[src/b64enc_pkg.sv]
// Package of the base64 stream encoder: group type, constants and the
// sextet-to-character mapping. No dependencies.
`default_nettype none

package b64enc_pkg;

   localparam int QueueDepth = 2;
   localparam int QueuePtrWidth = (QueueDepth > 1) ? $clog2(QueueDepth) : 1;
   localparam int QueueCountWidth = $clog2(QueueDepth + 1);

   localparam logic [7:0] PadChar = 8'h3D;

   typedef enum logic [1:0] {
      PHASE_EMPTY = 2'd0,
      PHASE_ONE   = 2'd1,
      PHASE_TWO   = 2'd2,
      PHASE_BAD   = 2'd3
   } phase_type;

   // One closed group of up to three bytes, left aligned in word.
   typedef struct packed {
      logic [23:0] word;
      logic [1:0]  nbytes;
      logic        last;
   } group_type;

   function automatic logic [7:0] b64_char(input logic [5:0] sextet);
      logic [7:0] ch;
      ch = 8'h2F;
      if (sextet < 6'd26) begin
         ch = 8'h41 + {2'b00, sextet};
      end else if (sextet < 6'd52) begin
         ch = 8'h61 + {2'b00, sextet - 6'd26};
      end else if (sextet < 6'd62) begin
         ch = 8'h30 + {2'b00, sextet - 6'd52};
      end else if (sextet == 6'd62) begin
         ch = 8'h2B;
      end
      return ch;
   endfunction

endpackage

`default_nettype wire

[src/b64enc_front.sv]
// Front end of the base64 encoder: collects bytes into groups of three,
// or into shorter groups closed by in_final. Depends on b64enc_pkg.
`default_nettype none

module b64enc_front (
   input  wire logic                 clock,
   input  wire logic                 reset,
   input  wire logic                 in_valid,
   input  wire logic [7:0]           in_byte,
   input  wire logic                 in_final,
   output logic                      grp_push,
   output b64enc_pkg::group_type     grp_data
);

   b64enc_pkg::phase_type phase_ff, phase_in, phase_eff;
   logic [7:0] first_ff, first_in;
   logic [7:0] second_ff, second_in;

   // An out-of-range phase behaves as an empty group.
   assign phase_eff = (phase_ff == b64enc_pkg::PHASE_BAD) ? b64enc_pkg::PHASE_EMPTY : phase_ff;

   always_comb begin
      phase_in  = phase_ff;
      first_in  = first_ff;
      second_in = second_ff;
      grp_push  = 1'b0;
      grp_data.last = in_final;
      unique case (phase_eff)
         b64enc_pkg::PHASE_ONE: begin
            grp_data.word   = {first_ff, in_byte, 8'h00};
            grp_data.nbytes = 2'd2;
         end
         b64enc_pkg::PHASE_TWO: begin
            grp_data.word   = {first_ff, second_ff, in_byte};
            grp_data.nbytes = 2'd3;
         end
         default: begin
            grp_data.word   = {in_byte, 16'h0000};
            grp_data.nbytes = 2'd1;
         end
      endcase
      if (in_valid) begin
         if (!in_final && phase_eff != b64enc_pkg::PHASE_TWO) begin
            if (phase_eff == b64enc_pkg::PHASE_EMPTY) begin
               first_in = in_byte;
               phase_in = b64enc_pkg::PHASE_ONE;
            end else begin
               second_in = in_byte;
               phase_in  = b64enc_pkg::PHASE_TWO;
            end
         end else begin
            grp_push  = 1'b1;
            phase_in  = b64enc_pkg::PHASE_EMPTY;
            first_in  = 8'h00;
            second_in = 8'h00;
         end
      end
   end

   always_ff @(posedge clock) begin
      if (reset) begin
         phase_ff  <= b64enc_pkg::PHASE_EMPTY;
         first_ff  <= 8'h00;
         second_ff <= 8'h00;
      end else begin
         phase_ff  <= phase_in;
         first_ff  <= first_in;
         second_ff <= second_in;
      end
   end

endmodule

`default_nettype wire

[src/b64enc_queue.sv]
// Short queue of closed groups between the front and back of the encoder.
// Depends on b64enc_pkg.
`default_nettype none

module b64enc_queue (
   input  wire logic                 clock,
   input  wire logic                 reset,
   input  wire logic                 push,
   input  wire b64enc_pkg::group_type push_data,
   output logic                      full,
   input  wire logic                 pop,
   output logic                      valid,
   output b64enc_pkg::group_type     head
);

   b64enc_pkg::group_type mem_ff [b64enc_pkg::QueueDepth];
   logic [b64enc_pkg::QueuePtrWidth-1:0]   wr_ptr_ff, wr_ptr_in;
   logic [b64enc_pkg::QueuePtrWidth-1:0]   rd_ptr_ff, rd_ptr_in;
   logic [b64enc_pkg::QueueCountWidth-1:0] count_ff, count_in;
   logic do_push, do_pop;

   assign full    = (count_ff == b64enc_pkg::QueueCountWidth'(b64enc_pkg::QueueDepth));
   assign valid   = (count_ff != '0);
   assign head    = mem_ff[rd_ptr_ff];
   assign do_push = push && !full;
   assign do_pop  = pop && valid;

   always_comb begin
      wr_ptr_in = wr_ptr_ff;
      rd_ptr_in = rd_ptr_ff;
      count_in  = count_ff;
      if (do_push) begin
         wr_ptr_in = (wr_ptr_ff == b64enc_pkg::QueuePtrWidth'(b64enc_pkg::QueueDepth - 1)) ?
                     '0 : b64enc_pkg::QueuePtrWidth'(wr_ptr_ff + 1'b1);
      end
      if (do_pop) begin
         rd_ptr_in = (rd_ptr_ff == b64enc_pkg::QueuePtrWidth'(b64enc_pkg::QueueDepth - 1)) ?
                     '0 : b64enc_pkg::QueuePtrWidth'(rd_ptr_ff + 1'b1);
      end
      if (do_push && !do_pop) begin
         count_in = b64enc_pkg::QueueCountWidth'(count_ff + 1'b1);
      end else if (do_pop && !do_push) begin
         count_in = b64enc_pkg::QueueCountWidth'(count_ff - 1'b1);
      end
   end

   always_ff @(posedge clock) begin
      if (reset) begin
         wr_ptr_ff <= '0;
         rd_ptr_ff <= '0;
         count_ff  <= '0;
      end else begin
         wr_ptr_ff <= wr_ptr_in;
         rd_ptr_ff <= rd_ptr_in;
         count_ff  <= count_in;
      end
   end

   always_ff @(posedge clock) begin
      if (do_push) begin
         mem_ff[wr_ptr_ff] <= push_data;
      end
   end

endmodule

`default_nettype wire

[src/b64enc_back.sv]
// Back end of the base64 encoder: turns one group into four characters,
// one per cycle while the output register is popped or empty, into that register. Depends on b64enc_pkg.
`default_nettype none

module b64enc_back (
   input  wire logic                 clock,
   input  wire logic                 reset,
   input  wire logic                 grp_valid,
   input  wire b64enc_pkg::group_type grp_head,
   output logic                      grp_pop,
   output logic                      out_valid,
   output logic [7:0]                out_char,
   output logic                      out_eot,
   input  wire logic                 out_pop
);

   b64enc_pkg::group_type cur_ff, cur_in;
   logic       cur_valid_ff, cur_valid_in;
   logic [1:0] idx_ff, idx_in;
   logic       out_valid_ff, out_valid_in;
   logic [7:0] out_char_ff, out_char_in;
   logic       out_eot_ff, out_eot_in;
   logic       advance, finishing;
   logic [5:0] sextet;
   logic       pad;

   assign advance   = cur_valid_ff && (!out_valid_ff || out_pop);
   assign finishing = advance && (idx_ff == 2'd3);
   assign grp_pop   = grp_valid && (!cur_valid_ff || finishing);

   always_comb begin
      unique case (idx_ff)
         2'd0: begin
            sextet = cur_ff.word[23:18];
            pad    = 1'b0;
         end
         2'd1: begin
            sextet = cur_ff.word[17:12];
            pad    = 1'b0;
         end
         2'd2: begin
            sextet = cur_ff.word[11:6];
            pad    = (cur_ff.nbytes < 2'd2);
         end
         default: begin
            sextet = cur_ff.word[5:0];
            pad    = (cur_ff.nbytes < 2'd3);
         end
      endcase
   end

   always_comb begin
      cur_in       = cur_ff;
      cur_valid_in = cur_valid_ff;
      idx_in       = idx_ff;
      out_valid_in = out_valid_ff;
      out_char_in  = out_char_ff;
      out_eot_in   = out_eot_ff;
      if (out_pop) begin
         out_valid_in = 1'b0;
      end
      if (advance) begin
         out_valid_in = 1'b1;
         out_char_in  = pad ? b64enc_pkg::PadChar : b64enc_pkg::b64_char(sextet);
         out_eot_in   = (idx_ff == 2'd3) && cur_ff.last;
         idx_in       = 2'(idx_ff + 2'd1);
         if (idx_ff == 2'd3) begin
            cur_valid_in = 1'b0;
         end
      end
      if (grp_pop) begin
         cur_in       = grp_head;
         cur_valid_in = 1'b1;
         idx_in       = 2'd0;
      end
   end

   always_ff @(posedge clock) begin
      if (reset) begin
         cur_valid_ff <= 1'b0;
         idx_ff       <= 2'd0;
         out_valid_ff <= 1'b0;
      end else begin
         cur_valid_ff <= cur_valid_in;
         idx_ff       <= idx_in;
         out_valid_ff <= out_valid_in;
      end
   end

   always_ff @(posedge clock) begin
      cur_ff      <= cur_in;
      out_char_ff <= out_char_in;
      out_eot_ff  <= out_eot_in;
   end

   assign out_valid = out_valid_ff;
   assign out_char  = out_char_ff;
   assign out_eot   = out_eot_ff;

endmodule

`default_nettype wire

[src/base64_stream_encoder_core.sv]
// Base64 stream encoder (standard alphabet with '=' padding). A byte is taken
// in every cycle in which req_push is high and req_full is low; a group of three
// bytes, or a shorter group closed by req_final_byte, becomes four characters,
// and the last character of a message carries rsp_end_of_text. The back end
// delivers one character per cycle while rsp_pop takes them, and the front keeps
// taking bytes while the back end works; req_full rises when the two-entry group
// queue fills. A closed group passes through the group queue and the back end's
// group register before its first character reaches the output register. Depends
// on b64enc_pkg and the front, queue and back modules.
`default_nettype none

module base64_stream_encoder_core (
   input  wire logic        clock,
   input  wire logic        reset,
   input  wire logic        req_push,
   output logic             req_full,
   input  wire logic [7:0]  req_data_byte,
   input  wire logic        req_final_byte,
   output logic             rsp_empty,
   input  wire logic        rsp_pop,
   output logic [7:0]       rsp_out_char,
   output logic             rsp_end_of_text
);

   logic                  accept;
   logic                  grp_push;
   b64enc_pkg::group_type grp_data;
   logic                  q_full;
   logic                  q_valid;
   logic                  q_pop;
   b64enc_pkg::group_type q_head;
   logic                  out_valid;

   assign req_full  = q_full;
   assign accept    = req_push && !q_full;
   assign rsp_empty = !out_valid;

   b64enc_front u_front (
      .clock    (clock),
      .reset    (reset),
      .in_valid (accept),
      .in_byte  (req_data_byte),
      .in_final (req_final_byte),
      .grp_push (grp_push),
      .grp_data (grp_data)
   );

   b64enc_queue u_queue (
      .clock     (clock),
      .reset     (reset),
      .push      (grp_push),
      .push_data (grp_data),
      .full      (q_full),
      .pop       (q_pop),
      .valid     (q_valid),
      .head      (q_head)
   );

   b64enc_back u_back (
      .clock     (clock),
      .reset     (reset),
      .grp_valid (q_valid),
      .grp_head  (q_head),
      .grp_pop   (q_pop),
      .out_valid (out_valid),
      .out_char  (rsp_out_char),
      .out_eot   (rsp_end_of_text),
      .out_pop   (rsp_pop)
   );

endmodule

`default_nettype wire

[config.mk]
export PLATFORM = sky130hd
export DESIGN_NAME = base64_stream_encoder_core
export DESIGN_NICKNAME = d
export VERILOG_FILES = /design/src/b64enc_pkg.sv /design/src/b64enc_front.sv /design/src/b64enc_queue.sv /design/src/b64enc_back.sv /design/src/base64_stream_encoder_core.sv
export SDC_FILE = /design/constraint.sdc
export NUM_CORES = 1
export LEC_CHECK = 0
export BUFFER_PORTS_ARGS = -buffer_cell sky130_fd_sc_hd__buf_2
export CORE_ASPECT_RATIO = 2
export CORE_UTILIZATION = 30
export DETAILED_ROUTE_END_ITERATION = 10
export GPL_ROUTABILITY_DRIVEN = 0
export HOLD_SLACK_MARGIN = 0.08
export PLACE_DENSITY = 0.57
export SYNTH_ARGS = -nofsm -noshare
export SYNTH_HDL_FRONTEND = slang
export SYNTH_SLANG_ARGS = --single-unit
[constraint.sdc]
create_clock -name clock -period 4 [get_ports clock]
set_input_delay 0.4 -clock clock [delete_from_list [all_inputs] [get_ports clock]]
set_output_delay 0.4 -clock clock [all_outputs]
set_load 0.03 [all_outputs]
[Word-level counts from Yosys, hierarchy flattened]
Memories as Yosys holds them, arrays and structs flattened. A register that Yosys moved wholly into a read port is not among the register bits.
Cells that the tools add are included.
Widths: inputs -> output; s select.
Word-level totals
  RAM bits: 54
  input port bits: 13
  memories: 1
  register bits after elaboration: 35
Operators by class
  order comparisons: 5
  add/subtract/negate cells: 10
  muxes and demuxes: 27
  equality and inequality tests: 11
  reduce and logical (&&, ||, !) cells: 30
Memories
  u_queue.mem_ff: words 2, bits a word 27, rd ports 1, clocked after memory_dff 1, wr ports 1, RTL line b64enc_queue.sv:16  | b64enc_pkg::group_type mem_ff [b64enc_pkg::QueueDepth];
Operator list (number)
  $mux 8: 7
  $pmux 26 s2: 1
  $pmux 6 s3: 1
  $add 7x6->8 const A: 2
  $lt 6x6->1 const B: 2
  $mux 1: 11
  $eq 2x2->1 const B: 5
  $logic_and 1x1->1: 10
  $mux 2: 5
  $reduce_bool 2->1: 5
  $add 6x6->7 const A: 1
  $eq 6x6->1 const B: 1
  $logic_not 1->1: 6
  $lt 6x5->1 const B: 1
  $ne 2x2->1 const B: 3
  $reduce_and 2->1: 3
  $sub 6x5->6 const B: 1
  $sub 6x6->6 const B: 1
  $add 2x1->2 const B: 2
  $eq 2x1->1 const B: 2
  $logic_not 2->1: 2
  $lt 2x2->1 const B: 2
  $reduce_or 2->1: 2
  $mux 3: 1
  other kinds (4): 6

[Depth between registers and ports, before layout]
Gate-level depths: netlist (run 1).
  word-level depth: 11
  depth in mapped cells: 13

[Cells and area by module]
A second synthesis (run 1) with hierarchy kept.
Second synthesis, totals
  cells, all modules: 413
  area total of the unflattened synthesis: 5310.1 um^2
By module, submodules not included
  b64enc_queue: times used 1, cells each 109, area each 2165.8 um^2, sequential area each 1721.7 um^2
  b64enc_back: times used 1, cells each 174, area each 2104.5 um^2, sequential area each 1161.1 um^2
  b64enc_front: times used 1, cells each 128, area each 1022.2 um^2, sequential area each 360.3 um^2
  base64_stream_encoder_core: times used 1, cells each 2, area each 17.5 um^2, sequential area each 0.0 um^2

[Worst setup path after synthesis (run 1)]
Ideal clock, no wire load.
  kind: reg-to-reg
  start: reg u_front.phase_ff[0]
  end: mem u_queue.mem_ff[0][0] in the netlist's numbering (enable)
  cell stages (with the launch flop): 7
  setup slack: 587 ps
  arrival time: 2968 ps
  path through: dfxtp_1 > inv_1 > ha_1 > clkbuf_1 > nor2_1 > clkbuf_1 > nor3_1
Between the ends
  longest elaborated chain between the ends: 9
Ends and longest elaborated chain
  start, declared: RTL line b64enc_front.sv:15  | b64enc_pkg::phase_type phase_ff, phase_in, phase_eff;
  start signal, assigned: RTL line b64enc_front.sv:62  | phase_ff <= b64enc_pkg::PHASE_EMPTY;
  start signal, assigned: RTL line b64enc_front.sv:66  | phase_ff <= phase_in;
  $eq 2x2->1: RTL line b64enc_front.sv:20  | assign phase_eff = (phase_ff == b64enc_pkg::PHASE_BAD) ? b64enc_pkg::PHASE_EMPTY : phase_ff;
  $mux 2 *: RTL line b64enc_front.sv:20
  $ne 2x2->1 *: RTL line b64enc_front.sv:43  | if (!in_final && phase_eff != b64enc_pkg::PHASE_TWO) begin
  $logic_and 1x1->1 *: RTL line b64enc_front.sv:43
  $mux 1 *: RTL line b64enc_front.sv:43
  $mux 1 *: RTL line b64enc_front.sv:42  | if (in_valid) begin
  $logic_and 1x1->1 *: RTL line b64enc_queue.sv:25  | assign do_push = push && !full;
  $mux 1 *: RTL line b64enc_queue.sv:60  | if (do_push) begin
  $mux 1 (implied by the code) *: RTL line b64enc_queue.sv:61  | mem_ff[wr_ptr_ff] <= push_data;
  end, declared: RTL line b64enc_queue.sv:16
Mark *: on every way between the ends. The rest lies on a longest branch, timed or not.

[Final worst setup path (run 1)]
  start: reg u_back.idx_ff[1]
  end: reg u_back.out_char_ff[4], in the netlist u_back.out_char[4] (data pin)
Between the ends
  longest elaborated chain between the ends: 7
Ends and longest elaborated chain
  start, declared: RTL line b64enc_back.sv:19  | logic [1:0] idx_ff, idx_in;
  start signal, assigned: RTL line b64enc_back.sv:85  | idx_ff <= idx_in;
  $eq 2x2->1 (tied with other cells): RTL line b64enc_back.sv:32  | unique case (idx_ff)
  $pmux 6 s3: RTL line b64enc_back.sv:32
  $sub 6x6->6: RTL line b64enc_pkg.sv:35  | ch = 8'h30 + {2'b00, sextet - 6'd52};
  $add 6x6->7: RTL line b64enc_pkg.sv:35
  $mux 8: RTL line b64enc_pkg.sv:34  | end else if (sextet < 6'd62) begin
  $mux 8: RTL line b64enc_pkg.sv:32  | end else if (sextet < 6'd52) begin
  $mux 8: RTL line b64enc_pkg.sv:30  | if (sextet < 6'd26) begin
  end signal, assigned: RTL line b64enc_back.sv:92  | out_char_ff <= out_char_in;
  end, declared: RTL line b64enc_back.sv:21  | logic [7:0] out_char_ff, out_char_in;
Parallel ways exist; a longest one is shown, timed or not.
A chain may end at the register's enable or synchronous reset.

==> results of run 1 <==
[cell usage after synthesis, drive strengths merged (6+ instances only)]
| cell type | count | area share |
|---|---|---|
| inv | 22 | 0.017 |
| mux2i | 6 | 0.015 |
| edfxtp | 90 | 0.52 |
| o21ai | 17 | 0.016 |
| a21oi | 27 | 0.030 |
| clkbuf | 16 | 0.012 |
| dfxtp | 26 | 0.10 |
| xnor2 | 6 | 0.010 |
| nor3 | 6 | 0.0058 |
| mux2 | 28 | 0.061 |
| nor2 | 27 | 0.019 |
| nand2 | 38 | 0.027 |
| ha | 16 | 0.039 |
| and2 | 11 | 0.013 |
| a22oi | 18 | 0.027 |
| nand3 | 11 | 0.011 |
[final timing paths]
kind | startpoint | to | slack (ns) | cells after the start
worst min register to register | u_front.first_ff[6]$_SDFFE_PP0P_ | u_front.first_ff[6]$_SDFFE_PP0P_ | 0.45 | 2
worst max-delay path | u_back.idx_ff[1]$_SDFFE_PP0P_ | u_back.out_char[4]$_SDFFCE_PP1P_ | 0.84 | 9
worst min-delay path | req_final_byte | u_queue.mem_ff[1][0]$_DFFE_PP_ | 0.25 | 1
worst max register to register | u_back.idx_ff[1]$_SDFFE_PP0P_ | u_back.out_char[4]$_SDFFCE_PP1P_ | 0.84 | 9
[report_power, final]
group	switching [mW]	internal (mW)	leakage, nW
registers	0.149	1.71	1.06
logic	1.12	0.670	0.858
clock network	0.500	1.09	0.307
total	1.77	3.46	2.22
[per-stage QoR]
| stage | util | hold WS, ns | std cells |
|---|---|---|---|
| after floorplan | - | 0.432 | 418 |
| after global placement | 0.328 | 0.439 | 633 |
| after detailed placement | 0.328 | 0.447 | 633 |
| after CTS | 0.366 | 0.227 | 665 |
| after global routing | 0.366 | 0.241 | 665 |
| final | 0.366 | 0.249 | 665 |
[routing by layer]
layer | vias to the layer above | track usage
met3 | 25 | 0.0365
li1 | 1600 | -
met2 | 58 | 0.251
met5 | - | 0
met4 | 0 | 0.0915
met1 | 1564 | 0.122
[layout make-up]
cell class	instances	area, sq um
fill	1607	10700
sequential	116	3220
multi-input combinational	260	1810
clock buffer	23	478
tap	207	259
timing repair buffer	28	153
clock inverter	9	151
inverter	22	87.6
[sequential cells by signal, summed over array words and instances (netlist names)]
signal	count
u_front.second_ff	8
u_back.out_valid	1
u_back.idx_ff	2
u_queue.wr_ptr_ff	1
u_queue.rd_ptr_ff	1
u_front.phase_ff	2
u_queue.count_ff	2
u_queue.mem_ff	54
u_back.cur_valid_ff	1
u_back.out_char	8
u_front.first_ff	8
u_back.cur_ff	27
u_back.out_eot	1
[kinds of logic after synthesis]
| family | share of synthesized area |
|---|---|
| adder cells (fa/ha/maj) | 0.0385 |
| buffers and inverters | 0.0337 |
| flip-flops | 0.620 |
| AND/OR/NAND/NOR | 0.106 |
| multiplexers | 0.0753 |
| AO/OA/AOI/OAI | 0.113 |
| XOR/XNOR | 0.0135 |
[cells in the final DEF (no fill, tap or decap), types with 4 or more instances in the layout]
cell type  instances
xnor2_1            6
ha_1              16
dfxtp_1           26
mux2_2            28
mux2i_1            4
a21oi_1           23
clkbuf_16         17
a222oi_1           5
o21ai_0           15
nor2_1            27
nand2b_1           4
nand3_1           11
inv_1             18
bufinv_16          4
buf_4              5
nand2_1           38
and2_1            11
buf_2             23
edfxtp_1          90
a22oi_1           17
nor3_1             5
[worst max-delay path, delay by kind of cell, from the launching register on]
family	cells	cell delay (ns)
adder cells (fa/ha/maj)	2	0.75
multiplexers	1	0.66
AO/OA/AOI/OAI	3	0.58
AND/OR/NAND/NOR	2	0.41
flip-flops	1	0.39
buffers and inverters	1	0.11
==> results.cfg, run 1 <==
[status]
status = completed

[logic_synthesis]
syn_inst = 418
yosys_register_bits = 116
async_reset_ff_frac = 0
syn_avg_cell_area_sq_um = 12.4
synth_edf_count = 90
synth_warnings = 0
synth_top_flop_cell = edfxtp_1
synth.cell_area_sq_um = 5200
yosys.cell_types.count = 52
syn-num-nets = 447
yosysSeqAreaShare = 0.620

[clocking]
cts_resized = 0
htreeDepth = 4
cts_hold_buf = 0
clk-insertion-delay-late_ns = 0.41
cts_buffer_depth = 2
cts_root_buffer = clkbuf_16
cts_setup_buffers = 0
path_clk_slew_ns = 0.05
cts_tree = built
cts_buffers = 17
cts_sinks = 116

[sta]
worst_slew_margin_rel = 0.199
fin_ws_ns = 0.837
max_freq_mhz = 316
hold_viol = 0
tns_ns = 0
setup_violations = 0
min_period_ns = 3.16
finalMaxSlewViolations = 0
period_share = 0.791
tightest_slew_ns = 1.20
rsz0062_at_grt = no
final.setup_skew_ns = 0.00638

[critical_path]
start_kind = register
slowest_stage = mux2i_2
path_class = reg2reg
crit_chain = ha_1, inv_4, mux2i_2, ha_1, nand2b_1, o21a_1, o21ai_0, a211oi_1, nand3b_1
cp.required_ns = 4.15
cp_data_arrival_time_ns = 3.32
end_kind = register
max_stage_delay_ns = 0.66
crit_top_cell = ha_1
crit_fanout = 14

[layout]
antenna_cells = 0
nets = 474
drive_above_1_share = 0.218
final_area_sq_um = 6160
area.growth.synth_to_final_pct = 18.5

[die]
core_sq_um = 16800
row_count = 67
dieHeight_um = 188
die_w_um = 95.1
io_pins = 24
initial_core_util = 0.309
die_area_sq_um = 17900

[global_routing]
grt_max_degree = 32
grt_pass1_wl_mm = 17.7
grt_pass1_vias = 3412
grt_usage = 0.136
antenna_found_initial = 0
grt_overflow = 0

[pwr]
peakVddDrop_mv = 0.343
power.density_nw_per_um2 = 849
finalPower_mw = 5.23
leakage_nw = 2.22

[route]
wl_mm = 10.8
vias_per_cell = 4.88
wl_met1_mm = 3.77
met2_length_mm = 6.37
post_drt_wl_per_cell_um = 16.3
dr_total_vias = 3247
dr.pass1.iters = 4
drc = 0
drtIter0Drc = 158
wl_met3_um = 242
routed.top_layer = met4
ant_nets = 0

[place]
detailedPlace.worstSlack_ns = 0.890
port_buffers = 23
place_area_sq_um = 5530
dpl.hpwl_mm = 7.95

[flow_run]
cap_violations = 0

[worst_hold_path]
hp-class = in2reg
(Power assumes the default switching activity.)
==> run 2, diff against run 1 <==
--- a/config.mk
+++ b/config.mk
@@ -11,7 +11,7 @@
 export DETAILED_ROUTE_END_ITERATION = 10
 export GPL_ROUTABILITY_DRIVEN = 0
 export HOLD_SLACK_MARGIN = 0.08
-export PLACE_DENSITY = 0.57
+export PLACE_DENSITY = 0.58
 export SYNTH_ARGS = -nofsm -noshare
 export SYNTH_HDL_FRONTEND = slang
 export SYNTH_SLANG_ARGS = --single-unit
==> constraint.sdc (replaced) <==
create_clock -name clock -period 2.7 [get_ports clock]
set_input_delay 0.27 -clock clock [delete_from_list [all_inputs] [get_ports clock]]
set_output_delay 0.27 -clock clock [all_outputs]
set_load 0.03 [all_outputs]
==> results.cfg, run 2 (synthesis gave the netlist of run 1 again) <==
[flow_run]
cap_violations = 0

[pwr]
power.density_nw_per_um2 = 1290
finalPower_mw = 8.46
leakage_nw = 2.40
peakVddDrop_mv = 0.524

[sta]
rsz0062_at_grt = yes
worst_hold_slack_ns = 0.120
period_share = 0.995
tightest_slew_ns = 0.630
max_freq_mhz = 372
final.setup_skew_ns = 0.00801
setup_violations = 0
hold_viol = 0
worst_slew_margin_rel = 0.577
fin_ws_ns = 0.0137
finalMaxSlewViolations = 0
tns_ns = 0
min_period_ns = 2.69

[layout]
fin_cells = 699
largest_reg_flops = 54
top_register = u_queue.mem_ff
largest_registers = u_queue.mem_ff x54, u_back.cur_ff x27
area.growth.synth_to_final_pct = 26.4
final_area_sq_um = 6570
post-route-util = 0.390
final_common_cell = edfxtp_1
nets = 508
fill_cells = 1579
antenna_cells = 0
drive_above_1_share = 0.321
mostFrequentLayoutCells = edfxtp_1, nand2_1, buf_4

[clocking]
path_clk_slew_ns = 0.06
cts_buffers = 17
cts_buffer_depth = 2
cts_root_buffer = clkbuf_16
clk-insertion-delay-late_ns = 0.41
cts_hold_buf = 0
cts_tree = built
htreeDepth = 4
cts_sinks = 116

[die]
row_count = 67
die_w_um = 95.1
die_area_sq_um = 17900
dieHeight_um = 188
io_pins = 24
core_sq_um = 16800
initial_core_util = 0.309

[critical_path]
path_class = reg2reg
start_kind = register
ff2ff_setup_slack_ns = 0.01
r2r_cells = 12
end_kind = register
r2r-end = u_back.out_char[3]$_SDFFCE_PP1P_
r2r-start = u_back.idx_ff[1]$_SDFFE_PP0P_
cp_top_family = compound AO/OA/AOI/OAI gates
crit_fanout = 8
cp.required_ns = 2.86
cp_data_arrival_time_ns = 2.84
crit_chain = inv_4, ha_4, a222oi_1, mux2i_4, inv_4, ha_4, nand4b_1, o41ai_4, nand3_1, o21ai_1, a221oi_1, o21ai_1
slowest_stage = a222oi_1
max_stage_delay_ns = 0.57
path_buf_inv = 2

[global_routing]
grt_overflow = 0
grt_usage = 0.137
grt_pass1_wl_mm = 18.1
grt_max_degree = 31
grt_pass1_vias = 3564
antenna_found_initial = 0

[route]
dr_total_vias = 3450
drc = 0
vias_per_cell = 4.94
ant_nets = 0
wl_mm = 11.2
dr.pass1.iters = 5
drtIter0Drc = 169
post_drt_wl_per_cell_um = 16.1

[place]
place_area_sq_um = 5710
placedCellCount = 655
detailedPlace.worstSlack_ns = -0.191
port_buffers = 23
dpl.hpwl_mm = 8.07

[status]
status = completed

[worst_hold_path]
hold_depth = 1
hold_path_end = u_queue.mem_ff[1][0]$_DFFE_PP_
hp-class = in2reg
hold_path_startpoint = req_final_byte
==> run 2: changes by cell type in the layout (fill, tap and decap cells not counted), moves of 3 or more <==
cell | previous run | this run
a21oi_1 | 23 | 20
a21oi_2 | 3 | 6
buf_4 | 5 | 36
buf_6 | 0 | 3
ha_1 | 16 | 8
ha_2 | 0 | 3
ha_4 | 0 | 5
o21ai_0 | 15 | 12
==> run 2: layout make-up <==
cell class                 instances  area (sq um)  area share
clock inverter                     8          95.1      0.0145
sequential                       116          3230       0.492
tap                              207           259      0.0394
inverter                          22          92.6      0.0141
clock buffer                      24           514      0.0783
multi-input combinational        260          1960       0.298
timing repair buffer              62           419      0.0638
==> run 2: power breakdown <==
group / switching, mW / internal (mW) / leakage [nW]
clock: 0.746 / 1.51 / 0.298
sequential: 0.173 / 2.53 / 1.06
combinational: 1.97 / 1.54 / 1.04
total: 2.89 / 5.58 / 2.40
==> run 2: repair_timing <==
item	in CTS	in global routing
buffers inserted	3	10
hold endpoints to repair	0	0
pin swaps	5	17
gates resized for setup	11	28
endpoints found under the setup margin	7	8
==> run 2: routing by layer <==
metal / part of all wire / track usage / vias to the layer above / wire length (um)
li1: - / - / 1663 / -
met1: 0.32 / 0.119 / 1660 / 3590
met2: 0.61 / 0.259 / 95 / 6830
met3: 0.031 / 0.0414 / 32 / 347
met4: 0.041 / 0.0874 / 0 / 459
met5: 0 / 0 / - / 0
==> run 2: worst max path at each step <==
stage                     depth (start not counted)                           from                               end  slack, ns
after floorplan                                  11  u_back.idx_ff[0]$_SDFFE_PP0P_  u_back.out_char[3]$_SDFFCE_PP1P_     0.0002
after global placement                           10  u_back.idx_ff[1]$_SDFFE_PP0P_  u_back.out_char[4]$_SDFFCE_PP1P_      -0.07
after detailed placement                         13  u_back.idx_ff[1]$_SDFFE_PP0P_  u_back.out_char[3]$_SDFFCE_PP1P_      -0.19
after CTS                                        13  u_back.idx_ff[0]$_SDFFE_PP0P_  u_back.out_char[3]$_SDFFCE_PP1P_      0.009
after global routing                             12  u_back.idx_ff[1]$_SDFFE_PP0P_  u_back.out_char[3]$_SDFFCE_PP1P_      -0.10
final                                            12  u_back.idx_ff[1]$_SDFFE_PP0P_  u_back.out_char[3]$_SDFFCE_PP1P_       0.01
==> run 3, diff against run 2 <==
--- a/config.mk
+++ b/config.mk
@@ -8,6 +8,7 @@
 export BUFFER_PORTS_ARGS = -buffer_cell sky130_fd_sc_hd__buf_2
 export CORE_ASPECT_RATIO = 2
 export CORE_UTILIZATION = 30
+export CTS_BUF_LIST = sky130_fd_sc_hd__clkbuf_8 sky130_fd_sc_hd__clkbuf_16
 export DETAILED_ROUTE_END_ITERATION = 10
 export GPL_ROUTABILITY_DRIVEN = 0
 export HOLD_SLACK_MARGIN = 0.08
==> results.cfg, run 3 (synthesis gave the netlist of run 1 again) <==
[layout]
largest_registers = u_queue.mem_ff x54, u_back.cur_ff x27
largest_reg_flops = 54
area.growth.synth_to_final_pct = 26.4
mostFrequentLayoutCells = edfxtp_1, nand2_1, buf_4
fill_cells = 1579
nets = 508
antenna_cells = 0
final_common_cell = edfxtp_1
final_area_sq_um = 6570
post-route-util = 0.390
top_register = u_queue.mem_ff
drive_above_1_share = 0.321

[critical_path]
cp_data_arrival_time_ns = 2.84
slowest_stage = a222oi_1
max_stage_delay_ns = 0.57
r2r_cells = 12
path_class = reg2reg
path_buf_inv = 2
end_kind = register
ff2ff_setup_slack_ns = 0.01
crit_fanout = 8
r2r-end = u_back.out_char[3]$_SDFFCE_PP1P_
worst-path-stages = 12
cp_top_family = compound AO/OA/AOI/OAI gates
crit_start = u_back.idx_ff[1]$_SDFFE_PP0P_
cp.required_ns = 2.85
r2r-start = u_back.idx_ff[1]$_SDFFE_PP0P_
start_kind = register
crit_chain = inv_4, ha_4, a222oi_1, mux2i_4, inv_4, ha_4, nand4b_1, o41ai_4, nand3_1, o21ai_1, a221oi_1, o21ai_1
crit_path_end = u_back.out_char[3]$_SDFFCE_PP1P_

[sta]
min_period_ns = 2.69
tns_ns = 0
period_share = 0.996
max_freq_mhz = 372
setup_violations = 0
finalMaxSlewViolations = 0
final.setup_skew_ns = 0.00709
rsz0062_at_grt = yes
hold_viol = 0
worst_slew_margin_rel = 0.576
tightest_slew_ns = 0.632

[clocking]
cts_tree = built
path_clk_slew_ns = 0.06
cts_hold_buf = 0
clk-insertion-delay-late_ns = 0.41
htreeDepth = 4
cts_root_buffer = clkbuf_16
cts_buffer_depth = 2
cts_sinks = 116
cts_buffers = 17

[pwr]
peakVddDrop_mv = 0.520
leakage_nw = 2.41
power.density_nw_per_um2 = 1290
finalPower_mw = 8.45

[global_routing]
grt_overflow = 0
grt_pass1_vias = 3564
grt_usage = 0.137
antenna_found_initial = 0
grt_max_degree = 31
grt_pass1_wl_mm = 18.1

[route]
dr_total_vias = 3441
drc = 0
dr.pass1.iters = 7
ant_nets = 0
vias_per_cell = 4.92
wl_mm = 11.2
drtIter0Drc = 167
post_drt_wl_per_cell_um = 16.1

[place]
port_buffers = 23
place_area_sq_um = 5710
dpl.hpwl_mm = 8.07

[status]
status = completed

[die]
dieHeight_um = 188
die_area_sq_um = 17900
die_w_um = 95.1
core_sq_um = 16800
row_count = 67
initial_core_util = 0.309
io_pins = 24

[flow_run]
cap_violations = 0

[worst_hold_path]
hp-class = in2reg
hold_path_startpoint = req_final_byte
-- run 3: cell count changes in the layout (fill, tap and decap cells not counted) --
cell      change
clkbuf_1      -3
inv_1         +3
-- run 3: through the flow --
stage / std cells / hold slack, ns / worst slack, ns
detailed placement: 655 / 0.444 / -0.191
finish: 699 / 0.121 / 0.0100
global route: 699 / 0.120 / -0.102
CTS: 690 / 0.0970 / 0.00873
floorplan: 418 / 0.369 / 0.000212
global placement: 655 / 0.438 / -0.0749
-- run 3: area by class of cell --
cell class              instances  area (sq um)  share of cell area
clock buffers                  21           503              0.0766
clock inverters                11           106              0.0162
inverters                      22          92.6              0.0141
multi-input cells             260          1960               0.298
flip-flops and latches        116          3230               0.492
well taps                     207           259              0.0394
repair buffers                 62           419              0.0638
-- run 3: power by group --
group / switching, mW / total, mW / internal [mW]
Combinational: 1.97 / 3.51 / 1.54
Clock: 0.745 / 2.24 / 1.50
Sequential: 0.174 / 2.70 / 2.53
-- run 3: worst min path at each step --
stage,to,slack [ns],cells after the start
2_1_floorplan,u_queue.mem_ff[0][0]$_DFFE_PP_,0.37,0
3_3_place_gp,u_front.first_ff[6]$_SDFFE_PP0P_,0.44,2
3_5_place_dp,u_front.first_ff[5]$_SDFFE_PP0P_,0.44,2
4_1_cts,u_queue.mem_ff[1][0]$_DFFE_PP_,0.1,1
5_1_grt,u_queue.mem_ff[1][0]$_DFFE_PP_,0.12,1
6_report,u_queue.mem_ff[1][0]$_DFFE_PP_,0.12,1
-- run 3: worst reg2reg max path: stages (launching register included) --
cell,delay [ns]
dfxtp_4,0.37
inv_4,0.05
ha_4,0.17
a222oi_1,0.57
mux2i_4,0.18
inv_4,0.10
ha_4,0.14
nand4b_1,0.15
o41ai_4,0.16
nand3_1,0.10
o21ai_1,0.06
a221oi_1,0.27
o21ai_1,0.11
-- run 3: timing repair --
item,in CTS,in global routing
pin swaps,5,17
endpoints found under the setup margin,7,8
buffers inserted,3,10
gates resized for setup,11,28
-- run 3: routing by layer --
metal	GRT usage	vias to the layer above	wire [um]
met5	0	-	0
met4	0.0874	0	425
met3	0.0414	27	339
met2	0.259	93	6850
met1	0.119	1657	3630
li1	-	1664	-
